$ cat config.mk
export PLATFORM = sky130hd
export DESIGN_NAME = sorted_list_insert_remove_unit
export DESIGN_NICKNAME = d
export VERILOG_FILES = /design/src/rtl/core/slri_pkg.sv /design/src/rtl/core/slri_cell.sv /design/src/rtl/core/sorted_list_insert_remove_unit.sv
export SDC_FILE = /design/constraint.sdc
export NUM_CORES = 2
export LEC_CHECK = 0
export ABC_CLOCK_PERIOD_IN_PS = 17350
export BUFFER_PORTS_ARGS = -buffer_cell sky130_fd_sc_hd__buf_2
export CAP_MARGIN = 5
export CORE_MARGIN = 4
export CORE_UTILIZATION = 67
export CTS_BUF_LIST = sky130_fd_sc_hd__clkbuf_16
export CTS_CLUSTER_SIZE = 14
export DETAILED_ROUTE_END_ITERATION = 8
export PLACE_DENSITY = 0.88
export SYNTH_ARGS = -nofsm -noshare
export SYNTH_HDL_FRONTEND = slang
export SYNTH_SLANG_ARGS = --single-unit
$ cat constraint.sdc
create_clock -name aclk -period 17.35 [get_ports aclk]
set_clock_uncertainty 0.1 [all_clocks]
set_input_delay 3.47 -clock aclk [delete_from_list [all_inputs] [get_ports aclk]]
set_output_delay 3.47 -clock aclk [all_outputs]
set_load 0.03 [all_outputs]
$ cat src/rtl/core/slri_pkg.sv
// ----------------------------------------------------------------------------
// slri_pkg: shared types for the sorted list insert/remove unit
// Operation codes, result status codes and the command broadcast to cells.
// ----------------------------------------------------------------------------
package slri_pkg;

    localparam int unsigned DATA_W  = 32;
    localparam int unsigned COUNT_W = 5;

    localparam logic MODE_INSERT = 1'b0;
    localparam logic MODE_REMOVE = 1'b1;

    typedef enum logic [1:0] {
        STATUS_DONE      = 2'd0,
        STATUS_FULL      = 2'd1,
        STATUS_EMPTY     = 2'd2,
        STATUS_NOT_FOUND = 2'd3
    } status_t;

    // broadcast to every cell in the row
    typedef struct packed {
        logic                     upd;
        logic                     mode;
        logic signed [DATA_W-1:0] value;
    } cell_cmd_t;

    // what a cell reports about itself to the top and its neighbors
    typedef struct packed {
        logic ge;   // valid and operand <= stored value
        logic eq;   // valid and operand == stored value
        logic hit;  // insert lands here or earlier
    } cell_flags_t;

endpackage

$ cat src/rtl/core/slri_cell.sv
// ----------------------------------------------------------------------------
// slri_cell: one slot of the sorted row
// Holds one value and its valid bit; on an update it keeps its value, takes
// the operand, or takes a neighbor's value depending on local compares.
// ----------------------------------------------------------------------------
module slri_cell (
    input  logic                                aclk,
    input  logic                                aresetn,
    input  slri_pkg::cell_cmd_t                 cmd,
    input  logic                                prev_hit,
    input  logic                                prev_valid,
    input  logic signed [slri_pkg::DATA_W-1:0]  prev_value,
    input  logic                                next_valid,
    input  logic signed [slri_pkg::DATA_W-1:0]  next_value,
    output slri_pkg::cell_flags_t               flags,
    output logic                                valid_q,
    output logic signed [slri_pkg::DATA_W-1:0]  value_q,
    output logic                                valid_next_o,
    output logic signed [slri_pkg::DATA_W-1:0]  value_next_o
);

    logic                               valid_reg;
    logic                               valid_next;
    logic signed [slri_pkg::DATA_W-1:0] value_reg;
    logic signed [slri_pkg::DATA_W-1:0] value_next;

    always_comb begin
        flags.ge  = valid_reg && (cmd.value <= value_reg);
        flags.eq  = valid_reg && (cmd.value == value_reg);
        flags.hit = flags.ge || !valid_reg;
    end

    always_comb begin
        valid_next = valid_reg;
        value_next = value_reg;
        if (cmd.upd) begin
            if (cmd.mode == slri_pkg::MODE_INSERT) begin
                valid_next = prev_valid;
                if (prev_hit) begin
                    value_next = prev_value;   // shift up behind the new entry
                end else if (flags.hit) begin
                    value_next = cmd.value;    // first slot at or past the spot
                end
            end else begin
                valid_next = next_valid;
                // everything from the first equal entry on closes the gap
                if (flags.ge) begin
                    value_next = next_value;
                end
            end
        end
    end

    always_ff @(posedge aclk) begin
        if (!aresetn) begin
            valid_reg <= 1'b0;
        end else begin
            valid_reg <= valid_next;
        end
    end

    always_ff @(posedge aclk) begin
        value_reg <= value_next;
    end

    assign valid_q      = valid_reg;
    assign value_q      = value_reg;
    assign valid_next_o = valid_next;
    assign value_next_o = value_next;

endmodule

$ cat src/rtl/core/sorted_list_insert_remove_unit.sv
// ----------------------------------------------------------------------------
// sorted_list_insert_remove_unit: bounded ascending list of signed words
// Row of compare-and-shift cells with a registered result stage.
// ----------------------------------------------------------------------------
// Usage:
//   Slave channel: one beat per operation. s_tuser selects insert or remove,
//   s_tdata carries the signed operand. An insert goes in front of the first
//   stored value not smaller than it; a remove drops the first equal entry.
//   Master channel: one beat per operation with status, count after the
//   operation, the smallest stored value and its valid flag.
//   The result is registered and appears the cycle after acceptance.
//   Throughput is one operation per cycle; every cell compares against the
//   broadcast operand in parallel and the row shifts in the same edge, so
//   the compare in each cell plus the match OR over the row sets the cycle.
//   When the receiver stalls, the result holds in the output register and
//   s_tready drops until it is taken (it stays high when the beat leaves).
//   Reset empties the list; no clearing pass is needed since entries beyond
//   the count are never reported.
// ----------------------------------------------------------------------------
module sorted_list_insert_remove_unit #(
    parameter int unsigned CAPACITY = 16
) (
    input  logic        aclk,
    input  logic        aresetn,
    input  logic        s_tvalid,
    output logic        s_tready,
    input  logic [31:0] s_tdata,   // [31:0] value
    input  logic [0:0]  s_tuser,   // [0] mode
    output logic        m_tvalid,
    input  logic        m_tready,
    output logic [39:0] m_tdata    // [1:0] status, [6:2] count, [38:7] smallest,
                                   // [39] smallest_valid
);

    localparam int unsigned CNT_W = $clog2(CAPACITY + 1);

    slri_pkg::cell_cmd_t                cmd;
    slri_pkg::cell_flags_t              flags      [CAPACITY];
    logic                               valid_q    [CAPACITY];
    logic signed [slri_pkg::DATA_W-1:0] value_q    [CAPACITY];
    logic                               valid_nx   [CAPACITY];
    logic signed [slri_pkg::DATA_W-1:0] value_nx   [CAPACITY];
    logic [CAPACITY-1:0]                eq_vec;

    logic                               accept;
    logic                               found;
    slri_pkg::status_t                  status;

    logic [CNT_W-1:0]                   count_reg;
    logic [CNT_W-1:0]                   count_next;
    logic [CNT_W+slri_pkg::COUNT_W-1:0] count_ext;

    logic                               out_valid_reg;
    logic                               out_valid_next;
    logic [39:0]                        out_data_reg;
    logic [39:0]                        out_data_next;
    logic signed [slri_pkg::DATA_W-1:0] smallest;

    assign s_tready = !out_valid_reg || m_tready;
    assign accept   = s_tvalid && s_tready;

    always_comb begin
        for (int k = 0; k < CAPACITY; k++) begin
            eq_vec[k] = flags[k].eq;
        end
    end
    assign found = |eq_vec;

    always_comb begin
        status = slri_pkg::STATUS_DONE;
        if (s_tuser[0] == slri_pkg::MODE_INSERT) begin
            if (valid_q[CAPACITY-1]) begin
                status = slri_pkg::STATUS_FULL;
            end
        end else begin
            if (!valid_q[0]) begin
                status = slri_pkg::STATUS_EMPTY;
            end else if (!found) begin
                status = slri_pkg::STATUS_NOT_FOUND;
            end
        end
    end

    always_comb begin
        cmd.upd   = accept && (status == slri_pkg::STATUS_DONE);
        cmd.mode  = s_tuser[0];
        cmd.value = $signed(s_tdata);
    end

    for (genvar k = 0; k < CAPACITY; k++) begin : g_cell
        logic                               p_hit;
        logic                               p_valid;
        logic signed [slri_pkg::DATA_W-1:0] p_value;
        logic                               n_valid;
        logic signed [slri_pkg::DATA_W-1:0] n_value;

        if (k == 0) begin : g_head
            assign p_hit   = 1'b0;
            assign p_valid = 1'b1;
            assign p_value = '0;
        end else begin : g_mid
            assign p_hit   = flags[k-1].hit;
            assign p_valid = valid_q[k-1];
            assign p_value = value_q[k-1];
        end

        if (k == CAPACITY - 1) begin : g_tail
            assign n_valid = 1'b0;
            assign n_value = '0;
        end else begin : g_body
            assign n_valid = valid_q[k+1];
            assign n_value = value_q[k+1];
        end

        slri_cell u_cell (
            .aclk         (aclk),
            .aresetn      (aresetn),
            .cmd          (cmd),
            .prev_hit     (p_hit),
            .prev_valid   (p_valid),
            .prev_value   (p_value),
            .next_valid   (n_valid),
            .next_value   (n_value),
            .flags        (flags[k]),
            .valid_q      (valid_q[k]),
            .value_q      (value_q[k]),
            .valid_next_o (valid_nx[k]),
            .value_next_o (value_nx[k])
        );
    end

    always_comb begin
        count_next = count_reg;
        if (cmd.upd) begin
            if (cmd.mode == slri_pkg::MODE_INSERT) begin
                count_next = count_reg + CNT_W'(1);
            end else begin
                count_next = count_reg - CNT_W'(1);
            end
        end
    end
    assign count_ext = {{slri_pkg::COUNT_W{1'b0}}, count_next};

    assign smallest = valid_nx[0] ? value_nx[0] : '0;

    always_comb begin
        out_valid_next = out_valid_reg;
        out_data_next  = out_data_reg;
        if (accept) begin
            out_valid_next = 1'b1;
            out_data_next  = {valid_nx[0], smallest,
                              count_ext[slri_pkg::COUNT_W-1:0], status};
        end else if (m_tready) begin
            out_valid_next = 1'b0;
        end
    end

    always_ff @(posedge aclk) begin
        if (!aresetn) begin
            count_reg     <= '0;
            out_valid_reg <= 1'b0;
        end else begin
            count_reg     <= count_next;
            out_valid_reg <= out_valid_next;
        end
    end

    always_ff @(posedge aclk) begin
        out_data_reg <= out_data_next;
    end

    assign m_tvalid = out_valid_reg;
    assign m_tdata  = out_data_reg;

endmodule

==> results.yml <==
status:
  status: "finished clean"
sta:
  slew_viol_final: 0
  relSlewSlack: 0.147
  min_period_over_period: 0.465
  min_period_ns: 8.07
  rsz0062_at_grt: "false"
  hold_violations: 0
  setup_viol: 0
  fmax_mhz: 124
  fin_setup_tns_ns: 0
  worstMarginPinSlew_ns: 1.28
cts:
  cts_htree_levels: 3
  cts_tree: "built"
  clk_latency_ns: 0.62
  clkSinkCount: 574
  cts.path.max_buffers: 3
  hold_buffers: 0
  cts.clk_slew.worst_paths_ns: 0.06
  postCtsResizedCells: 0
  clock-root-buffer: "clkbuf_16"
  numCtsBuffers: 66
  post-cts-setup-buffers: 0
power:
  p_per_area_nw_per_um2: 84.7
  pwr-share-clk: 0.377
  p_leak_nw: 19.6
  seqPwrFrac: 0.429
  switchingPower_mw: 1.14
  combPwrFrac: 0.194
  intPower_mw: 2.72
  ir_drop_mv: 0.0868
  p_sw_frac: 0.296
synthesis:
  avgSynthCellArea_um2: 9.82
  synth_area_leaders: "edfxtp_1 (37%), ha_1 (15%), mux2i_1 (11%), inv_1 (4.7%), o21ai_0 (3.7%)"
  ys_seq_elements: 574
  yosys.area.top_type_share: 0.370
  synth_area_um2: 42200
  synth_seq_area_share: 0.396
  synth_most_common_cell: "inv_1"
  synth_warnings: 0
  synth_common_cells: "inv_1 (527), edfxtp_1 (520), ha_1 (515), mux2i_1 (467), nand2_1 (357)"
  synthCells: 4292
  synthesis.nets: 4845
  ys.flop_type: "edfxtp_1"
  synth_top_area_cell: "edfxtp_1"
  synth_cell_type_count: 84
  synth_edf_count: 520
  synth-async-reset-ratio: 0
global_routing:
  grt_pass1_vias: 34829
  grt_max_degree: 187
  grt_remaining_overflow: 0
  grt_pass1_wl_mm: 196
  grt_use_total: 0.368
  antenna_found_initial: 5
die:
  placeableCoreArea_um2: 62100
  rows: 91
  dieArea_um2: 67000
  floorplan.initialDensity: 0.680
  ios: 79
  fp.dieH_um: 259
  die_x_um: 259
setup_path:
  worst_path_max_delay_cell: "nor4b_1"
  end_kind: "flip-flop"
  crit_fanout: 37
  cp.arrival_ns: 8.26
  worstSetupPathType: "in -> reg"
  start_kind: "input pin"
  cpPeakStageDelay_ns: 0.79
  crit_chain: "buf_2 > inv_1 > ha_1 > nand4_1 > nor3_1 > nor4b_1 > a221o_1 > o311ai_4 > buf_4 > nand2_1 > buf_4 > o21a_1 > buf_4"
  r2r_setup_slack_ns: 12.16
  required_ns: 17.54
  crit_path_frequent_cell: "buf_4"
route:
  dr_total_vias: 35846
  drc_errors: 0
  drt-initial-drc-count: 5506
  wl_per_cell_um: 24.6
  antenna_left: 0
  routed_wl_mm: 126
  vias_per_cell: 6.96
  drtPass1Iterations: 8
cells_and_area:
  drive_gt1_frac: 0.0724
  layoutNonFillerInstCount: 5150
  largest_register_ffs: 512
  postLayoutCoreUtil: 0.734
  num-nets-final: 4812
  area_delta_synth_final_pct: 8.05
placed_design:
  dp_cells: 5028
  hpwl_mm: 88.9
  io_buffers: 78
  place_congestion: 0.970
hold_path:
  holdCritPathClass: "reg -> reg"
job:
  max-cap-violations: 0
==> layer usage <==
layer	global-route usage	wire length (um)
met4	0.156	6270
met3	0.0807	15400
met1	0.510	49500
met2	0.561	55200
met5	0	23
==> cell usage in the layout (no fill, tap or decap), drive strengths merged, types with 6 or more instances in the layout <==
master / instances
inv: 543
edfxtp: 520
ha: 515
mux2i: 469
nand2: 357
o21ai: 315
a21oi: 211
nand4: 144
buf: 138
nor2: 119
nand3: 105
nor3: 103
o221ai: 96
a211oi: 74
a21o: 72
clkbuf: 72
dfxtp: 54
nand2b: 48
a2111oi: 38
a22oi: 32
o211ai: 29
clkinv: 28
nor2b: 26
nor4: 25
and4: 17
o21a: 16
a211o: 10
and3: 9
a31oi: 9
o211a: 8
bufinv: 7
or3: 7
a221oi: 6
==> final cells by class <==
class / instances / area (um2)
Inverter: 529 / 1990
Multi-Input combinational cell: 2950 / 22800
Clock buffer: 72 / 1800
Tap cell: 837 / 1050
Sequential cell: 574 / 16700
Timing Repair Buffer: 138 / 863
Antenna cell: 1 / 2.50
Fill cell: 4270 / 16500
Clock inverter: 49 / 394
==> path summary, 6_finish.rpt <==
kind | from | to | cells after the start
hold / removal | count_reg[4]$_SDFF_PN0_ | count_reg[4]$_SDFF_PN0_ | 2
setup reg to reg | g_cell[12].u_cell.value_q[11]$_DFFE_PP_ | g_cell[6].u_cell.value_q[28]$_DFFE_PP_ | 13
setup / recovery | s_tdata[0] | g_cell[6].u_cell.value_q[28]$_DFFE_PP_ | 13
hold reg to reg | count_reg[4]$_SDFF_PN0_ | count_reg[4]$_SDFF_PN0_ | 2
==> metrics by stage <==
stage,power (mW),hold WS [ns],area (um2),setup slack [ns]
final,3.86,0.391,45600,9.28
after global routing,3.98,0.405,45600,9.08
after CTS,3.83,0.390,45600,9.48
after detailed placement,2.40,0.380,43400,8.84
after global placement,2.36,0.363,43400,8.87
after floorplan,2.16,0.354,42200,5.91
==> critical path, delay by kind of cell <==
kind                     cells  cell delay [ns]
buffers and inverters        5             1.71
AND/OR/NAND/NOR              4             1.45
AO/OA/AOI/OAI                3             1.12
adder cells (fa/ha/maj)      1             0.46
==> cells by family (layout without fill, tap and decap cells) <==
logic type	count (synthesis)	count (layout)	synth area share
mux	471	471	0.112
simple gates	988	988	0.114
xor+xnor	6	6	0.00125
other cells	0	1	0
flops	574	574	0.396
compound gates	969	969	0.153
buf+inv	768	788	0.0704
fa+ha+maj	516	516	0.153
==> power by group through the flow <==
| stage | logic [mW] | clock network (mW) | registers, mW |
|---|---|---|---|
| floorplan | 0.480 | 0 | 1.68 |
| global placement | 0.682 | 0 | 1.68 |
| detailed placement | 0.715 | 0 | 1.68 |
| CTS | 0.727 | 1.45 | 1.65 |
| global route | 0.811 | 1.51 | 1.66 |
| finish | 0.750 | 1.45 | 1.65 |
(Power assumes the default switching activity.)
